File: src/rtl/lmcc_pkg.sv
// ----------------------------------------------------------------------------
// lmcc_pkg
// Types and constants shared by the indicator led mode and color controller.
// ----------------------------------------------------------------------------
package lmcc_pkg;

	localparam int unsigned DUTY_W = 12;
	localparam int unsigned HUE_W  = 9;
	localparam int unsigned COMP_W = 7;
	localparam int unsigned MODE_W = 2;
	localparam int unsigned BTN_W  = 2;
	localparam int unsigned CIDX_W = 3;

	// mode codes, as seen on the current_mode field
	localparam logic [MODE_W-1:0] MODE_DEFAULT = 2'd0;
	localparam logic [MODE_W-1:0] MODE_HUE     = 2'd1;
	localparam logic [MODE_W-1:0] MODE_SAT     = 2'd2;
	localparam logic [MODE_W-1:0] MODE_VAL     = 2'd3;

	// button codes
	localparam logic [BTN_W-1:0] BTN_DOUBLE = 2'd1;
	localparam logic [BTN_W-1:0] BTN_LONG   = 2'd2;

	// opcodes
	localparam logic OP_TICK   = 1'b0;
	localparam logic OP_BUTTON = 1'b1;

	// configuration register indexes
	localparam logic [CIDX_W-1:0] CFG_INDICATOR_TOP = 3'd0;
	localparam logic [CIDX_W-1:0] CFG_HUE_STEP      = 3'd1;
	localparam logic [CIDX_W-1:0] CFG_SAT_STEP      = 3'd2;
	localparam logic [CIDX_W-1:0] CFG_VAL_DUTY      = 3'd3;
	localparam logic [CIDX_W-1:0] CFG_SAT_LIMIT     = 3'd4;
	localparam logic [CIDX_W-1:0] CFG_VAL_LIMIT     = 3'd5;

	localparam logic [HUE_W-1:0]  HUE_WRAP   = 9'd360;
	localparam logic [HUE_W-1:0]  HUE_RESET  = 9'd292;
	localparam logic [COMP_W-1:0] COMP_RESET = 7'd100;
	localparam logic [COMP_W-1:0] COMP_MAX   = 7'd127;

	localparam logic [DUTY_W-1:0] TOP_RESET      = 12'd1000;
	localparam logic [DUTY_W-1:0] HUE_STEP_RESET = 12'd10;
	localparam logic [DUTY_W-1:0] SAT_STEP_RESET = 12'd50;
	localparam logic [DUTY_W-1:0] VAL_DUTY_RESET = 12'd1000;

	typedef struct packed {
		logic [DUTY_W-1:0] indicator_top;
		logic [DUTY_W-1:0] hue_mode_step;
		logic [DUTY_W-1:0] saturation_mode_step;
		logic [DUTY_W-1:0] value_mode_duty;
		logic [COMP_W-1:0] saturation_limit;
		logic [COMP_W-1:0] value_limit;
	} cfg_t;

	typedef struct packed {
		logic [MODE_W-1:0] mode;
		logic [DUTY_W-1:0] duty;
		logic              duty_rising;
		logic [DUTY_W-1:0] breath_step;
		logic [HUE_W-1:0]  hue;
		logic [COMP_W-1:0] sat;
		logic [COMP_W-1:0] val;
		logic              sat_rising;
		logic              val_rising;
	} state_t;

endpackage

File: src/rtl/lmcc_cmd_if.sv
// ----------------------------------------------------------------------------
// lmcc_cmd_if
// Input channel: tick or button update beats.
// ----------------------------------------------------------------------------
interface lmcc_cmd_if;
	logic       valid;
	logic       ready;
	logic       opcode;
	logic [1:0] button;

	modport source (output valid, output opcode, output button, input ready);
	modport sink (input valid, input opcode, input button, output ready);
endinterface

File: src/rtl/lmcc_res_if.sv
// ----------------------------------------------------------------------------
// lmcc_res_if
// Output channel: indicator duty, hsv color, mode and save request beats.
// ----------------------------------------------------------------------------
interface lmcc_res_if;
	logic        valid;
	logic        ready;
	logic [11:0] indicator_duty;
	logic [8:0]  hue;
	logic [6:0]  saturation;
	logic [6:0]  brightness;
	logic [1:0]  current_mode;
	logic        save_request;

	modport source (output valid, output indicator_duty, output hue, output saturation,
		output brightness, output current_mode, output save_request, input ready);
	modport sink (input valid, input indicator_duty, input hue, input saturation,
		input brightness, input current_mode, input save_request, output ready);
endinterface

File: src/rtl/led_mode_color_controller_unit.sv
// ----------------------------------------------------------------------------
// led_mode_color_controller_unit
// Indicator led mode controller with hsv color adjust.
//
//   channel  dir  beat contents
//   cmd      in   opcode (tick / button), button code
//   res      out  indicator_duty, hue, saturation, brightness, current_mode,
//                 save_request
//   cfg_*    in   register index, write data, write enable
//
// One beat per cycle sustained while res.ready holds. A command beat lands in an
// input register when it is accepted; the update logic then writes the state
// registers, which double as the result register, once the result register is
// free or being taken. With a result waiting, one more command is still taken
// into the input register. Reset loads the documented reset values; no clearing
// pass.
// ----------------------------------------------------------------------------
module led_mode_color_controller_unit (
	input  logic                        clk,
	input  logic                        arst_n,
	lmcc_cmd_if.sink                    cmd,
	lmcc_res_if.source                  res,
	input  logic                        cfg_we,
	input  logic [lmcc_pkg::CIDX_W-1:0] cfg_index,
	input  logic [lmcc_pkg::DUTY_W-1:0] cfg_data
);
	import lmcc_pkg::*;

	cfg_t             cfg_q;
	state_t           state_q;
	state_t           state_nxt;
	logic             save_nxt;
	logic             save_q;
	logic             res_valid_q;
	logic             valid_s1;
	logic             opcode_s1;
	logic [BTN_W-1:0] button_s1;
	logic             res_take;
	logic             adv_s1;

	assign res_take  = !res_valid_q || res.ready;
	assign adv_s1    = valid_s1 && res_take;
	assign cmd.ready = !valid_s1 || res_take;

	always_ff @(posedge clk or negedge arst_n) begin
		if (!arst_n) begin
			cfg_q.indicator_top        <= TOP_RESET;
			cfg_q.hue_mode_step        <= HUE_STEP_RESET;
			cfg_q.saturation_mode_step <= SAT_STEP_RESET;
			cfg_q.value_mode_duty      <= VAL_DUTY_RESET;
			cfg_q.saturation_limit     <= COMP_RESET;
			cfg_q.value_limit          <= COMP_RESET;
		end else if (cfg_we) begin
			unique case (cfg_index)
				CFG_INDICATOR_TOP: cfg_q.indicator_top        <= cfg_data;
				CFG_HUE_STEP:      cfg_q.hue_mode_step        <= cfg_data;
				CFG_SAT_STEP:      cfg_q.saturation_mode_step <= cfg_data;
				CFG_VAL_DUTY:      cfg_q.value_mode_duty      <= cfg_data;
				CFG_SAT_LIMIT:     cfg_q.saturation_limit     <= cfg_data[COMP_W-1:0];
				CFG_VAL_LIMIT:     cfg_q.value_limit          <= cfg_data[COMP_W-1:0];
				default: begin
					cfg_q <= cfg_q;
				end
			endcase
		end
	end

	always_ff @(posedge clk or negedge arst_n) begin
		if (!arst_n) begin
			valid_s1 <= 1'b0;
		end else if (cmd.ready) begin
			valid_s1 <= cmd.valid;
		end
	end

	always_ff @(posedge clk) begin
		if (cmd.valid && cmd.ready) begin
			opcode_s1 <= cmd.opcode;
			button_s1 <= cmd.button;
		end
	end

	lmcc_update u_update (
		.cur    (state_q),
		.cfg    (cfg_q),
		.opcode (opcode_s1),
		.button (button_s1),
		.nxt    (state_nxt),
		.save   (save_nxt)
	);

	// state only moves when a new result is loaded, so it holds the result
	always_ff @(posedge clk or negedge arst_n) begin
		if (!arst_n) begin
			state_q.mode        <= MODE_DEFAULT;
			state_q.duty        <= '0;
			state_q.duty_rising <= 1'b1;
			state_q.breath_step <= '0;
			state_q.hue         <= HUE_RESET;
			state_q.sat         <= COMP_RESET;
			state_q.val         <= COMP_RESET;
			state_q.sat_rising  <= 1'b1;
			state_q.val_rising  <= 1'b1;
			save_q              <= 1'b0;
			res_valid_q         <= 1'b0;
		end else begin
			if (res_take) begin
				res_valid_q <= valid_s1;
			end
			if (adv_s1) begin
				state_q <= state_nxt;
				save_q  <= save_nxt;
			end
		end
	end

	assign res.valid          = res_valid_q;
	assign res.indicator_duty = state_q.duty;
	assign res.hue            = state_q.hue;
	assign res.saturation     = state_q.sat;
	assign res.brightness     = state_q.val;
	assign res.current_mode   = state_q.mode;
	assign res.save_request   = save_q;

endmodule

File: src/rtl/lmcc_update.sv
// ----------------------------------------------------------------------------
// lmcc_update
// Next-state logic for one beat: duty triangle, color adjust and mode step.
// ----------------------------------------------------------------------------
module lmcc_update (
	input  lmcc_pkg::state_t          cur,
	input  lmcc_pkg::cfg_t            cfg,
	input  logic                      opcode,
	input  logic [lmcc_pkg::BTN_W-1:0] button,
	output lmcc_pkg::state_t          nxt,
	output logic                      save
);
	import lmcc_pkg::*;

	logic [DUTY_W:0]   duty_sum;
	logic [HUE_W-1:0]  hue_inc;
	logic [COMP_W-1:0] sat_new;
	logic [COMP_W-1:0] val_new;
	logic [MODE_W-1:0] mode_new;

	assign duty_sum = {1'b0, cur.duty} + {1'b0, cur.breath_step};
	assign hue_inc  = cur.hue + 9'd1;
	assign mode_new = (button == BTN_DOUBLE) ? cur.mode + 2'd1 : cur.mode;

	// bounce steps saturate at the field range
	always_comb begin
		if (cur.sat_rising) begin
			sat_new = (cur.sat < COMP_MAX) ? cur.sat + 7'd1 : cur.sat;
		end else begin
			sat_new = (cur.sat != '0) ? cur.sat - 7'd1 : cur.sat;
		end
		if (cur.val_rising) begin
			val_new = (cur.val < COMP_MAX) ? cur.val + 7'd1 : cur.val;
		end else begin
			val_new = (cur.val != '0) ? cur.val - 7'd1 : cur.val;
		end
	end

	always_comb begin
		nxt  = cur;
		save = 1'b0;
		if (opcode == OP_TICK) begin
			if (cur.breath_step != '0) begin
				if (cur.duty_rising) begin
					if (duty_sum <= {1'b0, cfg.indicator_top}) begin
						nxt.duty = duty_sum[DUTY_W-1:0];
					end else begin
						nxt.duty        = cfg.indicator_top;
						nxt.duty_rising = 1'b0;
					end
				end else begin
					if (cur.duty >= cur.breath_step) begin
						nxt.duty = cur.duty - cur.breath_step;
					end else begin
						nxt.duty        = '0;
						nxt.duty_rising = 1'b1;
					end
				end
			end
			if (button == BTN_LONG) begin
				unique case (cur.mode)
					MODE_HUE: begin
						nxt.hue = (hue_inc >= HUE_WRAP) ? '0 : hue_inc;
					end
					MODE_SAT: begin
						nxt.sat = sat_new;
						if (cur.sat_rising) begin
							if (sat_new >= cfg.saturation_limit) nxt.sat_rising = 1'b0;
						end else begin
							if (sat_new == '0) nxt.sat_rising = 1'b1;
						end
					end
					MODE_VAL: begin
						nxt.val = val_new;
						if (cur.val_rising) begin
							if (val_new >= cfg.value_limit) nxt.val_rising = 1'b0;
						end else begin
							if (val_new == '0) nxt.val_rising = 1'b1;
						end
					end
					default: begin
						nxt.hue = cur.hue;
					end
				endcase
			end
		end else begin
			nxt.mode = mode_new;
			save     = (button == BTN_DOUBLE) && (mode_new == MODE_DEFAULT);
			// re-sync the indicator to the mode
			unique case (mode_new)
				MODE_DEFAULT: begin
					nxt.breath_step = '0;
					nxt.duty        = '0;
				end
				MODE_HUE: begin
					nxt.breath_step = cfg.hue_mode_step;
				end
				MODE_SAT: begin
					nxt.breath_step = cfg.saturation_mode_step;
				end
				default: begin
					nxt.breath_step = '0;
					nxt.duty        = cfg.value_mode_duty;
				end
			endcase
		end
	end

endmodule
File: src/flat_wrapper.sv
// flat-port wrapper written by rule: the top's interface ports become plain ports
module led_mode_color_controller_unit_flat import lmcc_pkg::*;
  (clk, arst_n, cfg_we, cfg_index, cfg_data, cmd_valid, cmd_opcode, cmd_button, cmd_ready, res_valid, res_indicator_duty, res_hue, res_saturation, res_brightness, res_current_mode, res_save_request, res_ready);
  lmcc_cmd_if cmd_i ();
  lmcc_res_if res_i ();
  input  logic clk;
  input  logic arst_n;
  input  logic cfg_we;
  input  logic [lmcc_pkg::CIDX_W-1:0] cfg_index;
  input  logic [lmcc_pkg::DUTY_W-1:0] cfg_data;
  input wire logic [$bits(cmd_i.valid)-1:0] cmd_valid;
  input wire logic [$bits(cmd_i.opcode)-1:0] cmd_opcode;
  input wire logic [$bits(cmd_i.button)-1:0] cmd_button;
  output wire logic [$bits(cmd_i.ready)-1:0] cmd_ready;
  output wire logic [$bits(res_i.valid)-1:0] res_valid;
  output wire logic [$bits(res_i.indicator_duty)-1:0] res_indicator_duty;
  output wire logic [$bits(res_i.hue)-1:0] res_hue;
  output wire logic [$bits(res_i.saturation)-1:0] res_saturation;
  output wire logic [$bits(res_i.brightness)-1:0] res_brightness;
  output wire logic [$bits(res_i.current_mode)-1:0] res_current_mode;
  output wire logic [$bits(res_i.save_request)-1:0] res_save_request;
  input wire logic [$bits(res_i.ready)-1:0] res_ready;
  assign cmd_i.valid = cmd_valid;
  assign cmd_i.opcode = cmd_opcode;
  assign cmd_i.button = cmd_button;
  assign cmd_ready = cmd_i.ready;
  assign res_valid = res_i.valid;
  assign res_indicator_duty = res_i.indicator_duty;
  assign res_hue = res_i.hue;
  assign res_saturation = res_i.saturation;
  assign res_brightness = res_i.brightness;
  assign res_current_mode = res_i.current_mode;
  assign res_save_request = res_i.save_request;
  assign res_i.ready = res_ready;
  led_mode_color_controller_unit u_core (.clk(clk), .arst_n(arst_n), .cmd(cmd_i), .res(res_i), .cfg_we(cfg_we), .cfg_index(cfg_index), .cfg_data(cfg_data));
endmodule
File: config.mk
export PLATFORM = sky130hd
export DESIGN_NAME = led_mode_color_controller_unit_flat
export DESIGN_NICKNAME = d
export VERILOG_FILES = /design/src/rtl/lmcc_pkg.sv /design/src/rtl/lmcc_cmd_if.sv /design/src/rtl/lmcc_res_if.sv /design/src/rtl/led_mode_color_controller_unit.sv /design/src/rtl/lmcc_update.sv /design/src/flat_wrapper.sv
export SDC_FILE = /design/constraint.sdc
export NUM_CORES = 1
export LEC_CHECK = 0
export ABC_AREA = 1
export BUFFER_PORTS_ARGS = -buffer_cell sky130_fd_sc_hd__buf_4
export CAP_MARGIN = 5
export CORE_MARGIN = 3
export CORE_UTILIZATION = 60
export CTS_BUF_LIST = sky130_fd_sc_hd__clkbuf_16
export DETAILED_ROUTE_END_ITERATION = 12
export GPL_TIMING_DRIVEN = 0
export PLACE_DENSITY_LB_ADDON = 0.2
export SYNTH_ARGS = -nofsm -noshare
export SYNTH_HDL_FRONTEND = slang
export SYNTH_SLANG_ARGS = --single-unit
File: constraint.sdc
create_clock -name clk -period 3.3 [get_ports clk]
set_input_delay 0.33 -clock clk [delete_from_list [all_inputs] [get_ports clk]]
set_output_delay 0.33 -clock clk [all_outputs]
set_load 0.05 [all_outputs]
==> flow_summary.toml <==
[setup_path]
critPathArrivalTime_ns = 3.54
crit_type = "register to register"
endpoint = "u_core.res.indicator_duty[3]"
rr_startpoint = "u_core.res.indicator_duty[5]"
ff2ff_path_depth = 19
cp.required_ns = 3.60
end_kind = "register"
r2r_end = "u_core.res.indicator_duty[3]"
regToRegSetupSlack_ns = 0.06
crit_start = "u_core.res.indicator_duty[5]"
crit_fanout = 6
cp-start-kind = "register"

[detailed_routing]
avgRoutedWirePerCell_um = 16.1
drc_errors = 0
vias = 7909
viasPerCell = 5.65
final_antenna_net_count = 0
drt_iter0_markers = 692
wirelength_um = 22500
drtPass1Iterations = 5

[placed_design]
dpl.hpwl_um = 15500
placedCellCount = 1345
preCtsSetupSlack_ns = -0.280
portBuffers = 62
gp_congestion = 0.899

[yosys]
synth_edf_count = 3
yosysSeqAreaShare = 0.362
synth-main-ff-cell = "dfrtp_1"
synth-seq-cells = 120
async_flop_share = 0.975
synth_fp_nets = 1195
syn_avg_cell_area_um2 = 7.64
yosys_warnings = 0
syn_inst = 1106
syn_area_um2 = 8450
ys_types = 49

[hold_path]
hp-class = "primary input to register"
hold_start = "cmd_button[0]"

[timing]
final_hold_viol_count = 0
fin_ws_ns = 0.0632
tightest_slew_ns = 0.539
setup_violations = 0
max_freq_mhz = 309
fin_crit_ns = 3.24
timing.final.crit_share = 0.981
max_slew_margin = 0.641
fin_skew_ns = 0.00643
slew_violations = 0

[global_route]
grt_pass1_wl_um = 34700
grt-ovfl-total = 0
grt.total_usage = 0.271
grt_start_max_net_pins = 75
grt_pass1_vias = 7109
antenna_found_initial = 0

[clock_network]
cts_buffers = 17
cts_root_buf = "clkbuf_16"
cts_tree = "yes"
htreeDepth = 4
clock_latency_ns = 0.42
clkSinkCount = 120
clk_transition_reported_paths_ns = 0.06
cts_buffer_depth = 2

[cells_and_area]
layoutNonFillerInstCount = 1401
final.fill_count = 990
layout-area-overhead-vs-synth_pct = 21.4
drive_above_1_share = 0.245
multi_input_area_um2 = 4590
seqCellArea_um2 = 3070
n_antenna_cell = 0
nNetsFinal = 1301

[job]
drv_cap = 0

[run_status]
status = "finished clean"

[floorplan]
die_height_um = 125
die_area_um2 = 15500
rows = 42
pin_count = 63
dieWidth_um = 125
coreArea_um2 = 13500
initial_core_util = 0.626
[metal layers]
layer / vias to the layer above / GRT usage / wire length (um)
li1: 3796 / - / -
met1: 3704 / 0.396 / 9850
met2: 345 / 0.427 / 10600
met3: 64 / 0.0407 / 1620
met4: 0 / 0.0671 / 460
met5: - / 0 / 0
[synthesized netlist by cell type (3+ instances only)]
master	number	area (um2)
nor3_1	8	40.0
buf_4	43	323
o21ai_1	4	20.0
dfrtp_1	82	2050
o21a_1	3	22.5
clkbuf_1	19	71.3
a31oi_1	3	18.8
buf_2	12	60.1
ha_1	64	801
dfstp_2	35	920
a21oi_2	10	87.6
nor4_1	3	18.8
nand2_2	10	62.6
nor2_2	4	25.0
nor2_1	56	210
edfxtp_1	3	90.1
a21oi_1	45	225
o21bai_1	5	37.5
a22o_1	12	105
nand3_2	10	100
o31ai_1	5	37.5
nand3_1	78	390
nand2_1	251	942
o21ai_0	112	561
inv_1	150	563
nand4_1	24	150
xor2_1	26	228
[worst max-delay path, cell delays in order (launching register included)]
cell and delay [ns]:
dfrtp_1 0.47, ha_4 0.38, inv_2 0.09, a21oi_4 0.17
nand2_2 0.08, nand2_2 0.08, nand3_2 0.11, nand2_1 0.10
nand2_2 0.11, ha_4 0.30, nand3_4 0.09, nor3_4 0.18
nand2_1 0.09, nand3_1 0.09, nand2_2 0.11, nand3_4 0.16
clkbuf_16 0.18, nor2_2 0.03, o21ai_1 0.20, a21oi_1 0.09
[worst min-delay path by stage]
| stage | end | slack, ns | depth (start not counted) |
|---|---|---|---|
| 6_report | u_core.button_s1[0] | 0.09 | 1 |
| 5_1_grt | u_core.button_s1[0] | 0.09 | 1 |
| 4_1_cts | u_core.button_s1[0] | 0.08 | 1 |
| 3_5_place_dp | u_core.state_q[33] | 0.28 | 1 |
| 3_3_place_gp | u_core.cfg_q[32] | 0.47 | 2 |
| 2_1_floorplan | u_core.cfg_q[0] | 0.03 | 0 |
[per-stage QoR]
| step | hold WS [ns] | TNS (ns) | cell area, um2 | util |
|---|---|---|---|---|
| 3_5_place_dp | 0.283 | -2.89 | 9170 | 0.679 |
| 6_report | 0.0928 | 0 | 10300 | 0.759 |
| 3_3_place_gp | 0.467 | -2.42 | 9130 | 0.676 |
| 4_1_cts | 0.0843 | 0 | 9780 | 0.724 |
| 2_1_floorplan | 0.0344 | 0 | 8450 | - |
| 5_1_grt | 0.0874 | -1.24 | 10300 | 0.759 |
[kinds of logic after synthesis]
kind of cell	Yosys count	synth area share
and+or+nand+nor	449	0.236
buffers and inverters	231	0.126
AOI/OAI and AO/OA	212	0.147
DFF	120	0.362
adders and majority gates	66	0.0995
xor gates and xnor gates	28	0.0290
[final cells by class]
cell class	instances	share of cell area
inverter	153	0.0560
multi-input combinational	755	0.448
tap	176	0.0215
timing repair buffer	87	0.0680
sequential	120	0.299
buffer	78	0.0514
clock buffer	17	0.0415
clock inverter	15	0.0148
[cells in the final DEF (no fill, tap or decap), drive strengths merged, types with 3 or more instances in the layout]
cell / Yosys / final
dfrtp: 82 / 82
a31oi: 3 / 3
o21ai: 117 / 117
a21oi: 57 / 57
nor4: 3 / 3
inv: 152 / 155
nand4: 24 / 24
nor2: 60 / 60
nand2: 262 / 262
dfstp: 35 / 35
o31ai: 5 / 5
clkinv: 1 / 10
o21a: 3 / 3
a22o: 12 / 12
nand3: 89 / 89
nor3: 9 / 9
ha: 64 / 64
buf: 58 / 143
xor2: 26 / 26
o21bai: 5 / 5
edfxtp: 3 / 3
clkbuf: 20 / 38
[registers in the layout (all words and copies together), names as in the netlist]
signal and count:
u_core.res.valid 1, u_core.res.current_mode 2, u_core.button_s1 2, u_core.res.save_request 1, u_core.state_q 15, u_core.res.hue 9, u_core.valid_s1 1, u_core.cfg_q 62
u_core.opcode_s1 1, u_core.res.saturation 7, u_core.res.indicator_duty 12, u_core.res.brightness 7
[repair_timing]
action | in CTS | in global routing
buffers inserted | 1 | 21
endpoints found under the setup margin | 13 | 13
gates cloned | 0 | 1
resized for setup | 7 | 68
hold endpoints to repair | 37 | 0
pin swaps | 0 | 25
hold buffers | 1 | 0
Power is left out: the tool's default activity adds up to more than one toggle a clock period on the data nets, which glitch-free logic cannot reach.
